===== src/design/tsp_pkg.sv =====
// shared types and constants of the timed slot pool
package tsp_pkg;

   localparam int CMD_W    = 3;
   localparam int STAMP_W  = 32;
   localparam int DELTA_W  = 16;
   localparam int TIME_W   = 32;
   localparam int CFG_W    = 31;
   localparam int CSR_IDX_W = 2;
   localparam int REPORT_MAX = 8;

   localparam logic [CMD_W-1:0] CMD_TICK   = 3'd0;
   localparam logic [CMD_W-1:0] CMD_START  = 3'd1;
   localparam logic [CMD_W-1:0] CMD_STOP   = 3'd2;
   localparam logic [CMD_W-1:0] CMD_PAUSE  = 3'd3;
   localparam logic [CMD_W-1:0] CMD_RESUME = 3'd4;

   localparam logic [1:0] MODE_FREE     = 2'd0;
   localparam logic [1:0] MODE_RUNNING  = 2'd1;
   localparam logic [1:0] MODE_DRAINING = 2'd2;
   localparam logic [1:0] MODE_PAUSED   = 2'd3;

   localparam logic [CSR_IDX_W-1:0] REG_RUN_DURATION = 2'd0;
   localparam logic [CSR_IDX_W-1:0] REG_DRAIN_LINGER = 2'd1;
   localparam logic [CSR_IDX_W-1:0] REG_START_DELAY  = 2'd2;

   localparam logic [TIME_W-1:0] TIME_MAX = 32'h7FFF_FFFF;

   typedef struct packed {
      logic [1:0]              mode;
      logic                    inhibit;
      logic [TIME_W-1:0]       tval;
      logic [STAMP_W-1:0]      stamp;
      logic [TIME_W-1:0]       mark;
   } slot_rec_type;

   localparam int REC_W = $bits(slot_rec_type);

   typedef struct packed {
      logic load;
      logic rd_en;
      logic scan;
   } tsp_cmd_type;

   typedef struct packed {
      logic              valid;
      logic [2:0]        slot_index;
      logic [1:0]        slot_mode;
      logic [TIME_W-1:0] elapsed_time;
      logic              compute_now;
      logic              inhibited;
      logic              was_picked;
      logic              last_slot;
   } rsp_type;

endpackage


===== src/design/tsp_ram.sv =====
// generic simple dual-port ram with registered read
module tsp_ram #(
   parameter int WIDTH = 8,
   parameter int DEPTH = 8,
   localparam int ADDR_W = (DEPTH > 1) ? $clog2(DEPTH) : 1
) (
   input  logic              clock,
   input  logic              wr_en,
   input  logic [ADDR_W-1:0] wr_addr,
   input  logic [WIDTH-1:0]  wr_data,
   input  logic              rd_en,
   input  logic [ADDR_W-1:0] rd_addr,
   output logic [WIDTH-1:0]  rd_data
);

   logic [WIDTH-1:0] mem_ff [DEPTH];
   logic [WIDTH-1:0] rd_data_ff;

   always_ff @(posedge clock) begin
      if (wr_en) begin
         mem_ff[wr_addr] <= wr_data;
      end
      if (rd_en) begin
         rd_data_ff <= mem_ff[rd_addr];
      end
   end

   assign rd_data = rd_data_ff;

endmodule


===== src/design/tsp_ctrl.sv =====
// sequencer of the slot pool: scan pass for start, then update pass
module tsp_ctrl import tsp_pkg::*; #(
   parameter int SLOTS = 8,
   localparam int IDX_W = (SLOTS > 1) ? $clog2(SLOTS) : 1
) (
   input  logic             clock,
   input  logic             reset,
   input  logic             start,
   input  logic [CMD_W-1:0] req_command,
   output tsp_cmd_type      cmd,
   output logic [IDX_W-1:0] rd_addr,
   output logic             busy
);

   localparam logic [1:0] ST_IDLE  = 2'd0;
   localparam logic [1:0] ST_SCAN  = 2'd1;
   localparam logic [1:0] ST_PASS  = 2'd2;
   localparam logic [1:0] ST_FLUSH = 2'd3;

   localparam logic [IDX_W-1:0] LAST_IDX = IDX_W'(SLOTS - 1);

   logic [1:0]       state_ff, state_in;
   logic [IDX_W-1:0] cnt_ff, cnt_in;

   always_comb begin
      state_in  = state_ff;
      cnt_in    = cnt_ff;
      cmd       = '0;
      unique case (state_ff)
         ST_IDLE: begin
            if (start) begin
               cmd.load = 1'b1;
               cnt_in   = '0;
               state_in = (req_command == CMD_START) ? ST_SCAN : ST_PASS;
            end
         end
         ST_SCAN: begin
            cmd.rd_en = 1'b1;
            cmd.scan  = 1'b1;
            if (cnt_ff == LAST_IDX) begin
               cnt_in   = '0;
               state_in = ST_PASS;
            end else begin
               cnt_in = cnt_ff + 1'b1;
            end
         end
         ST_PASS: begin
            cmd.rd_en = 1'b1;
            if (cnt_ff == LAST_IDX) begin
               state_in = ST_FLUSH;
            end else begin
               cnt_in = cnt_ff + 1'b1;
            end
         end
         ST_FLUSH: begin
            state_in = ST_IDLE;
         end
         default: begin
            state_in = ST_IDLE;
         end
      endcase
   end

   always_ff @(posedge clock) begin
      if (reset) begin
         state_ff <= ST_IDLE;
         cnt_ff   <= '0;
      end else begin
         state_ff <= state_in;
         cnt_ff   <= cnt_in;
      end
   end

   assign rd_addr = cnt_ff;
   assign busy    = (state_ff != ST_IDLE);

endmodule


===== src/design/tsp_datapath.sv =====
// slot record store, per-slot update logic, eviction scan and result register
module tsp_datapath import tsp_pkg::*; #(
   parameter int SLOTS = 8,
   localparam int IDX_W = (SLOTS > 1) ? $clog2(SLOTS) : 1
) (
   input  logic                 clock,
   input  logic                 reset,
   input  tsp_cmd_type          cmd,
   input  logic [IDX_W-1:0]     rd_addr,
   input  logic [CMD_W-1:0]     req_command,
   input  logic [STAMP_W-1:0]   req_stamp_now,
   input  logic [DELTA_W-1:0]   req_delta_time,
   input  logic                 csr_wr_en,
   input  logic [CSR_IDX_W-1:0] csr_index,
   input  logic [CFG_W-1:0]     csr_wdata,
   output rsp_type              rsp
);

   localparam int REPORT = (SLOTS < REPORT_MAX) ? SLOTS : REPORT_MAX;

   logic [CFG_W-1:0]   run_dur_ff, linger_ff, delay_ff;
   logic [CMD_W-1:0]   command_ff;
   logic [STAMP_W-1:0] stamp_ff;
   logic [DELTA_W-1:0] delta_ff;

   logic [SLOTS-1:0]   vld_ff;
   logic               rd_vld_ff, rd_scan_ff, entry_vld_ff;
   logic [IDX_W-1:0]   rd_idx_ff;

   logic               free_found_ff;
   logic [IDX_W-1:0]   free_idx_ff, min_idx_ff;
   logic [STAMP_W-1:0] min_stamp_ff;

   logic [REC_W-1:0]   ram_rdata;
   slot_rec_type       rec, nxt;
   logic               comp, picked, began, wr_en;
   logic [IDX_W-1:0]   pick_idx;

   logic [TIME_W:0]         adv_sum;
   logic                    adv_ovf;
   logic [TIME_W-1:0]       adv_time;
   logic                    hit_run, hit_linger;
   logic signed [TIME_W+1:0] linger_end;

   rsp_type rsp_ff;

   // configuration registers
   always_ff @(posedge clock) begin
      if (reset) begin
         run_dur_ff <= '0;
         linger_ff  <= '0;
         delay_ff   <= '0;
      end else if (csr_wr_en) begin
         unique case (csr_index)
            REG_RUN_DURATION: run_dur_ff <= csr_wdata;
            REG_DRAIN_LINGER: linger_ff  <= csr_wdata;
            REG_START_DELAY:  delay_ff   <= csr_wdata;
            default: ;
         endcase
      end
   end

   // captured word
   always_ff @(posedge clock) begin
      if (cmd.load) begin
         command_ff <= req_command;
         stamp_ff   <= req_stamp_now;
         delta_ff   <= req_delta_time;
      end
   end

   // read stage tracking
   always_ff @(posedge clock) begin
      if (reset) begin
         rd_vld_ff <= 1'b0;
         vld_ff    <= '0;
      end else begin
         rd_vld_ff <= cmd.rd_en;
         if (wr_en) begin
            vld_ff[rd_idx_ff] <= 1'b1;
         end
      end
   end

   always_ff @(posedge clock) begin
      rd_scan_ff <= cmd.scan;
      rd_idx_ff  <= rd_addr;
      if (cmd.rd_en) begin
         entry_vld_ff <= vld_ff[rd_addr];
      end
   end

   tsp_ram #(
      .WIDTH (REC_W),
      .DEPTH (SLOTS)
   ) u_ram (
      .clock   (clock),
      .wr_en   (wr_en),
      .wr_addr (rd_idx_ff),
      .wr_data (nxt),
      .rd_en   (cmd.rd_en),
      .rd_addr (rd_addr),
      .rd_data (ram_rdata)
   );

   // never-written entries read as the reset record
   assign rec = entry_vld_ff ? slot_rec_type'(ram_rdata) : '0;

   // eviction scan: first free slot, else oldest start stamp
   always_ff @(posedge clock) begin
      if (rd_vld_ff && rd_scan_ff) begin
         if (rd_idx_ff == '0) begin
            free_found_ff <= (rec.mode == MODE_FREE);
            free_idx_ff   <= '0;
            min_idx_ff    <= '0;
            min_stamp_ff  <= rec.stamp;
         end else begin
            if (rec.stamp < min_stamp_ff) begin
               min_idx_ff   <= rd_idx_ff;
               min_stamp_ff <= rec.stamp;
            end
            if (!free_found_ff && rec.mode == MODE_FREE) begin
               free_found_ff <= 1'b1;
               free_idx_ff   <= rd_idx_ff;
            end
         end
      end
   end

   assign pick_idx = free_found_ff ? free_idx_ff : min_idx_ff;

   // tick arithmetic
   assign adv_sum    = {rec.tval[TIME_W-1], rec.tval} + {{(TIME_W+1-DELTA_W){1'b0}}, delta_ff};
   assign adv_ovf    = !adv_sum[TIME_W] && adv_sum[TIME_W-1];
   assign adv_time   = adv_ovf ? TIME_MAX : adv_sum[TIME_W-1:0];
   assign hit_run    = $signed({adv_time[TIME_W-1], adv_time}) >= $signed({2'b00, run_dur_ff});
   assign linger_end = $signed({{2{rec.mark[TIME_W-1]}}, rec.mark})
                     + $signed({3'b000, linger_ff});
   assign hit_linger = $signed({{2{adv_time[TIME_W-1]}}, adv_time}) >= linger_end;

   always_comb begin
      nxt    = rec;
      comp   = 1'b0;
      picked = 1'b0;
      began  = 1'b0;
      unique case (command_ff)
         CMD_TICK: begin
            if (rec.mode == MODE_RUNNING || rec.mode == MODE_DRAINING) begin
               nxt.tval = adv_time;
               comp     = !adv_time[TIME_W-1];
               began    = (rec.mode == MODE_RUNNING) && (run_dur_ff != '0) && hit_run;
               if (began) begin
                  nxt.mode    = MODE_DRAINING;
                  nxt.inhibit = 1'b1;
                  nxt.mark    = adv_time;
               end
               if ((rec.mode == MODE_DRAINING && hit_linger) ||
                   (began && linger_ff == '0)) begin
                  nxt.mode    = MODE_FREE;
                  nxt.inhibit = 1'b0;
                  nxt.tval    = '0;
                  nxt.mark    = '0;
               end
            end
         end
         CMD_START: begin
            if (rd_idx_ff == pick_idx) begin
               picked      = 1'b1;
               nxt.mode    = MODE_RUNNING;
               nxt.inhibit = 1'b0;
               nxt.stamp   = stamp_ff;
               nxt.tval    = '0 - {1'b0, delay_ff};
               nxt.mark    = '0;
            end
         end
         CMD_STOP: begin
            if (rec.mode == MODE_RUNNING || rec.mode == MODE_PAUSED) begin
               nxt.mode    = MODE_DRAINING;
               nxt.inhibit = 1'b1;
               nxt.mark    = rec.tval;
            end
         end
         CMD_PAUSE: begin
            if (rec.mode == MODE_RUNNING || rec.mode == MODE_DRAINING) begin
               nxt.mode = MODE_PAUSED;
            end
         end
         CMD_RESUME: begin
            if (rec.mode == MODE_PAUSED) begin
               nxt.mode = MODE_RUNNING;
            end
         end
         default: ;
      endcase
   end

   assign wr_en = rd_vld_ff && !rd_scan_ff;

   // result register
   always_ff @(posedge clock) begin
      if (reset) begin
         rsp_ff.valid <= 1'b0;
      end else begin
         rsp_ff.valid <= wr_en && (int'(rd_idx_ff) < REPORT);
      end
      rsp_ff.slot_index   <= 3'(rd_idx_ff);
      rsp_ff.slot_mode    <= nxt.mode;
      rsp_ff.elapsed_time <= nxt.tval;
      rsp_ff.compute_now  <= comp;
      rsp_ff.inhibited    <= nxt.inhibit;
      rsp_ff.was_picked   <= picked;
      rsp_ff.last_slot    <= (int'(rd_idx_ff) == REPORT - 1);
   end

   assign rsp = rsp_ff;

endmodule


===== src/design/timed_slot_pool_oldest_eviction_top.sv =====
// top level of the timed slot pool with oldest-slot eviction
//
// usage:
//   a command word (tick, start, stop, pause, resume) is taken on req_* when
//   start is high and busy is low. the block then walks every slot once
//   through a single-port-read record ram (a start walks them twice: a scan
//   pass, then the update pass), updates each slot and reports the first
//   eight slots in slot order on rsp_*, one word per cycle marked by
//   rsp_valid, with rsp_last_slot on the final one. each slot record is
//   read through the ram's registered read port and its result is held in
//   the result register; a start first scans all slots for a free or the
//   oldest one. the slot ram gives one record read per cycle, and a new
//   command word is taken only once busy is low again after the last slot.
//   csr_* writes the run duration, drain linger and start holdoff; write
//   only while busy is low and no result is pending.
//   reset clears the sequencer and marks every slot record unwritten, so
//   all slots read as free with zero time; no clearing pass is needed.
//   the receiver cannot stall: each result is shown for exactly one cycle.
module timed_slot_pool_oldest_eviction_top import tsp_pkg::*; #(
   parameter int SLOTS = 8
) (
   input  logic                 clock,
   input  logic                 reset,
   input  logic                 start,
   output logic                 busy,
   input  logic [CMD_W-1:0]     req_command,
   input  logic [STAMP_W-1:0]   req_stamp_now,
   input  logic [DELTA_W-1:0]   req_delta_time,
   input  logic                 csr_wr_en,
   input  logic [CSR_IDX_W-1:0] csr_index,
   input  logic [CFG_W-1:0]     csr_wdata,
   output logic                 rsp_valid,
   output logic [2:0]           rsp_slot_index,
   output logic [1:0]           rsp_slot_mode,
   output logic signed [31:0]   rsp_elapsed_time,
   output logic                 rsp_compute_now,
   output logic                 rsp_inhibited,
   output logic                 rsp_was_picked,
   output logic                 rsp_last_slot
);

   localparam int IDX_W = (SLOTS > 1) ? $clog2(SLOTS) : 1;

   tsp_cmd_type      cmd;
   logic [IDX_W-1:0] rd_addr;
   rsp_type          rsp;

   tsp_ctrl #(
      .SLOTS (SLOTS)
   ) u_ctrl (
      .clock       (clock),
      .reset       (reset),
      .start       (start),
      .req_command (req_command),
      .cmd         (cmd),
      .rd_addr     (rd_addr),
      .busy        (busy)
   );

   tsp_datapath #(
      .SLOTS (SLOTS)
   ) u_datapath (
      .clock          (clock),
      .reset          (reset),
      .cmd            (cmd),
      .rd_addr        (rd_addr),
      .req_command    (req_command),
      .req_stamp_now  (req_stamp_now),
      .req_delta_time (req_delta_time),
      .csr_wr_en      (csr_wr_en),
      .csr_index      (csr_index),
      .csr_wdata      (csr_wdata),
      .rsp            (rsp)
   );

   assign rsp_valid        = rsp.valid;
   assign rsp_slot_index   = rsp.slot_index;
   assign rsp_slot_mode    = rsp.slot_mode;
   assign rsp_elapsed_time = rsp.elapsed_time;
   assign rsp_compute_now  = rsp.compute_now;
   assign rsp_inhibited    = rsp.inhibited;
   assign rsp_was_picked   = rsp.was_picked;
   assign rsp_last_slot    = rsp.last_slot;

endmodule


===== config.mk =====
export PLATFORM = sky130hd
export DESIGN_NAME = timed_slot_pool_oldest_eviction_top
export DESIGN_NICKNAME = d
export VERILOG_FILES = /design/src/design/tsp_pkg.sv /design/src/design/tsp_ram.sv /design/src/design/tsp_ctrl.sv /design/src/design/tsp_datapath.sv /design/src/design/timed_slot_pool_oldest_eviction_top.sv
export SDC_FILE = /design/constraint.sdc
export NUM_CORES = 2
export LEC_CHECK = 0
export BUFFER_PORTS_ARGS = -buffer_cell sky130_fd_sc_hd__buf_2
export CAP_MARGIN = 20
export CORE_ASPECT_RATIO = 1.25
export CORE_MARGIN = 10
export CORE_UTILIZATION = 60
export CTS_CLUSTER_DIAMETER = 30
export DETAILED_ROUTE_END_ITERATION = 10
export PLACE_DENSITY = 0.75
export SYNTH_ARGS = -nofsm -noshare
export SYNTH_HDL_FRONTEND = slang
export SYNTH_SLANG_ARGS = --single-unit

===== constraint.sdc =====
create_clock -name clock -period 10.3 [get_ports clock]
set_input_delay 0 -clock clock [delete_from_list [all_inputs] [get_ports clock]]
set_output_delay 0 -clock clock [all_outputs]
set_load 0.01 [all_outputs]

; Yosys cells after proc, flatten, opt, wreduce, memory -nomap -nowiden
; Memories as Yosys holds them, arrays and structs flattened. A register that Yosys moved wholly into a read port is not among the register bits.
; Index checks and enable logic that the tools add are counted.
; W data, S select, Z words.
[totals]
register_bits = 244
ram_bits = 792
in_bits = 88
out_inout_bits = 43
word_cells = 138
memories = 1
[classes]
n_addsub = 4
magnitude_cmp = 6
n_eq_ne = 20
n_mux = 45
n_bitwise = 1
reduce_logical = 36
[memory_table]
columns = memory, words, width, rd, rd_ports_with_merged_regs, write_ports, line
row1 = u_datapath.u_ram.mem_ff, 8, 99, 1, 1, 1, tsp_ram.sv:16  ; logic [WIDTH-1:0] mem_ff [DEPTH];
[ops]
columns = cell, n
row1 = $mux W32, 8
row2 = $mux W99, 2
row3 = $pmux W32 S3, 1
row4 = $mux W35, 2
row5 = $pmux W32 S2, 1
row6 = $add A32 B17 Y33, 1
row7 = $add A32 B32 Y33, 1
row8 = $ge A32 B33 Y1, 1
row9 = $ge A32 B32 Y1, 1
row10 = $lt A32 B32 Y1, 1
row11 = $sub A1 B31 Y32 const A, 1
row12 = $logic_not A31 Y1, 1
row13 = $reduce_bool A31 Y1, 1
row14 = $mux W3, 8
row15 = $mux W2, 6
row16 = $reduce_and A2 Y1, 6
row17 = $mux W1, 11
row18 = $eq A2 B2 Y1 const B, 5
row19 = $pmux W2 S5, 1
row20 = $eq A3 B1 Y1 const B, 3
row21 = $logic_and A1 B1 Y1, 9
row22 = $pmux W3 S3, 1
row23 = $lt A3 B4 Y1 const B, 2
row24 = $or A8 B8 Y8, 1
row25 = other kinds (20), 37

; Depth between registers and ports, before layout
[depth]
ltp_word = 12
ltp_mapped = 35
mapped_depth_nobuf = 28

; Hierarchy
; From an unflattened synthesis, not the netlist that was laid out.
[hier_totals]
cells_unflattened = 3208
hier_area_um2 = 49541.3
[by_module_without_submodules]
columns = module, instances, cells_per_inst, area_per_inst_um2, seq_area_each_um2
row1 = tsp_ram, 1, 1256, 33130.5, 26755.7
row2 = tsp_datapath, 1, 1907, 16009.1, 5695.5
row3 = tsp_ctrl, 1, 45, 401.6, 100.1

; Least setup slack after synthesis
; Ideal clock, no wire load.
[synth_timing]
kind = reg-to-reg
start = register u_datapath.rd_idx_ff[0]
end = memory u_datapath.u_ram.mem_ff[0][0] (netlist bit), enable pin
arrival_ps = 7605
required_ps = 9620
path_slack_ps = 2014
path_stages_with_launch = 3
path_buffers = 0
synth_period_minus_slack_ps = 8286
path_cell_list = dfxtp_1 > or3b_2 > nor3_1
[synth_rtl]
columns = element, line
row1 = start: declaration, tsp_datapath.sv:28  ; logic [IDX_W-1:0] rd_idx_ff;
row2 = start signal: assignment, tsp_datapath.sv:87  ; rd_idx_ff <= rd_addr;
row3 = end: declaration, tsp_ram.sv:16
; No word-level cell before the write port.

==> results.ini <==
[yosys]
synth_seq_cells=1135
synth_cells=3209
synth_edf_count=982
yosys_warnings=0
synth_nets=3441
synthFlopType=edfxtp_1
synth_cell_types=91
syn_area_um2=49100
synthArstFlopShare=0
yosysSeqAreaShare=0.663
avgSynthCellArea_um2=15.3

[finish]
instances_no_fill=4751
layout.nets=3779
drive_gt1_frac=0.233
syn_to_final_growth_pct=18.3
fin_util=0.715

[worst_hold_path]
hold_class=primary input to register
hold_start=req_delta_time[8]

[die]
rows=117
die_x_um=276
floorplan.initialDensity=0.604
ios=131
core_area_um2=81200
die-area_um2=93700
chipHeight_um=340

[drt]
route.detailed.drc=0
wl_per_cell_um=28.0
vias_per_cell=6.37
dr.pass1.iters=6
routed_wirelength_um=133000
vias=30274
drt-initial-drc-count=3322
antenna_left=0

[sta]
fmax_ghz=0.119
slew_headroom=0.241
clock-skew-final_ns=0.0435
rsz0062_at_grt=no
fin_tns_setup_ns=0
fin_crit_sh=0.813
setup_viol_count_final=0
drv_slew=0
tightest_slew_ns=1.14
final_hold_viol_count=0
fin_crit_ns=8.37

[placement]
gp_congestion=1.00
port_buffers=130
hpwl_um=81700
placedCellCount=4309

[clocking]
clk_path_buf_depth=3
cts_hold_buf=145
cts_resized=0
clock-root-buffer=clkbuf_16
clkTransAtPathRegs_ns=0.06
cts_inserted_buffers=157
cts_setup_buffers=0
h-tree-depth=4
clkLatencyLatePin_ns=0.76
cts_sinks=1135
tritoncts=done

[worst_setup_path]
critPathKind=register to register
end_kind=register
crit_family=compound AO/OA/AOI/OAI gates
cpPeakStageDelay_ns=1.08
slowest_stage=edfxtp_1
endpoint=u_datapath.u_ram.mem_ff[3][4]$_DFFE_PP_
r2r-start=u_datapath.entry_vld_ff$_DFFE_PP_
worst-path-stages=27
required_ns=10.73
cp-start-kind=register
worst_path_most_repeated_cell=buf_4
worstPathArrival_ns=8.80
path_max_fanout=39
r2r_end=u_datapath.u_ram.mem_ff[3][4]$_DFFE_PP_
r2r_cells=27
worstSetupStartpoint=u_datapath.entry_vld_ff$_DFFE_PP_
r2r_slack_ns=1.93
worst-path-buf-inv=4

[global_routing]
grt_first_pass_wirelength_um=198000
grtUsageTotal=0.286
grt_pass1_vias=31484
grt_max_degree=150
grt_overflow_total=0
antenna_found_initial=2

[pwr]
powerDensity_nw_per_um2=279
irDropWorstVdd_v=0.000213
p_leak_uw=0.0205

[job]
maxCapViolations=0

[status]
status=completed

-- power breakdown --
part | internal [uW] | switching (uW)
registers | 6100 | 371
logic | 1480 | 2600
clock network | 3490 | 2150
total | 11100 | 5130
-- worst min-delay path by stage --
stage | endpoint | slack [ns] | cells after the start
after detailed placement | u_datapath.stamp_ff[13]$_DFFE_PP_ | 0.18 | 1
after CTS | u_datapath.delta_ff[4]$_DFFE_PP_ | 0.03 | 2
after global placement | u_datapath.delta_ff[12]$_DFFE_PP_ | 0.18 | 1
after floorplan | u_datapath.command_ff[0]$_DFFE_PP_ | 0.1 | 0
after global routing | u_datapath.delta_ff[8]$_DFFE_PP_ | 0.05 | 2
final | u_datapath.delta_ff[8]$_DFFE_PP_ | 0.06 | 2
-- layout by cell type (no fill, tap or decap), drive strengths merged, types with 35 or more instances in the layout --
cell         instances
ha                 143
edfxtp             982
dfxtp              153
mux4               200
dlygate4sd3        145
clkinv              38
and2                49
clkbuf             184
nor2                94
a21oi              174
o21ai               93
o211ai              35
inv                179
nand4               53
buf                183
xnor2               54
mux2               132
nand2              353
a21o                44
xor2                40
-- per-stage QoR --
| stage | hold WS [ns] | worst slack (ns) | total power, uW | cell area [um^2] |
|---|---|---|---|---|
| 2_1_floorplan | 0.0989 | 2.01 | 9060 | 49100 |
| 3_3_place_gp | 0.177 | 2.36 | 10400 | 51000 |
| 3_5_place_dp | 0.178 | 2.10 | 10500 | 51000 |
| 4_1_cts | 0.0296 | 2.04 | 16200 | 58000 |
| 5_1_grt | 0.0501 | 1.45 | 16800 | 58100 |
| 6_report | 0.0565 | 1.93 | 16200 | 58100 |
-- worst register-to-register path, stage by stage (launching register included) --
cell	delay (ns)
edfxtp_1	1.08
buf_4	0.45
nand2_1	0.12
xnor2_1	0.14
ha_1	0.23
a21oi_1	0.18
o221ai_1	0.17
maj3_2	0.35
nor4b_4	0.16
o21ai_2	0.18
a211oi_4	0.12
nor2b_1	0.57
buf_4	0.32
nand2_1	0.22
ha_1	0.36
a21o_1	0.17
a21o_1	0.18
a21o_1	0.17
a21oi_1	0.15
a21oi_1	0.08
a211oi_1	0.41
nor3_1	0.11
or4_1	0.53
a21oi_4	0.16
buf_4	0.42
a221oi_4	0.15
buf_4	0.28
o221ai_1	0.57
-- cells in the mapped netlist (5+ instances only) --
cell	instances	area share
edfxtp_1	982	0.60
nand2_1	351	0.027
mux4_2	200	0.092
a21oi_1	172	0.018
dfxtp_1	153	0.062
ha_1	143	0.036
inv_1	142	0.011
mux2_2	132	0.030
clkbuf_1	108	0.0083
nor2_1	93	0.0071
o21ai_0	75	0.0076
xnor2_1	54	0.0096
nand4_1	53	0.0068
and2_1	49	0.0062
a21o_1	44	0.0067
xor2_1	40	0.0071
nor4_1	29	0.0037
nor3_1	26	0.0027
nand2b_1	24	0.0031
nand3_1	23	0.0023
a22oi_1	22	0.0034
buf_1	21	0.0016
o211ai_2	20	0.0051
o21ai_1	17	0.0017
nor2b_1	16	0.0020
o211ai_1	15	0.0023
and3_1	14	0.0018
buf_2	11	0.0011
nand4b_1	11	0.0020
o21a_1	10	0.0015
a211oi_1	9	0.0014
o221ai_1	9	0.0016
a32oi_1	8	0.0014
buf_4	8	0.0012
or3_1	8	0.0010
o21bai_1	6	0.00092
a31oi_1	5	0.00064
and4_1	5	0.00089
nor3b_1	5	0.00076
or4_1	5	0.00076
-- layout make-up --
class | count | area, um^2
Antenna cell | 1 | 2.50
Multi-Input combinational cell | 1778 | 15500
Tap cell | 1071 | 1340
Sequential cell | 1135 | 32600
Clock buffer | 180 | 4170
Clock inverter | 111 | 1430
Inverter | 143 | 537
Timing Repair Buffer | 332 | 2560
Fill cell | 4956 | 23200
-- routing by layer --
layer  vias up  track usage  share of wire
li1      13073            -              -
met1     15341        0.371           0.39
met2      1581        0.473           0.50
met3       277       0.0589          0.081
met4         2       0.0993          0.031
met5         -            0        0.00011
-- sequential cells by signal, summed over array words and instances, names as in the netlist --
name                      cells
u_datapath.u_ram.mem_ff     792
u_datapath.u_ram.rd_data     99
u_datapath.rsp               42
u_datapath.min_stamp_ff      32
u_datapath.stamp_ff          32
u_datapath.delay_ff          31
u_datapath.linger_ff         31
u_datapath.run_dur_ff        31
u_datapath.delta_ff          16
u_datapath.vld_ff             8
u_ctrl.rd_addr                3
u_datapath.command_ff         3
u_datapath.free_idx_ff        3
u_datapath.min_idx_ff         3
u_datapath.rd_idx_ff          3
u_ctrl.state_ff               2
u_datapath.entry_vld_ff       1
u_datapath.free_found_ff      1
u_datapath.rd_scan_ff         1
u_datapath.rd_vld_ff          1
-- kinds of logic after synthesis --
logic type      share of synthesized area
compound gates                     0.0628
xor+xnor                           0.0168
fa+ha+maj                          0.0373
buf+inv                            0.0242
flops                               0.663
mux                                 0.123
simple gates                       0.0727
Note: power is estimated with default switching activity, not from simulation.
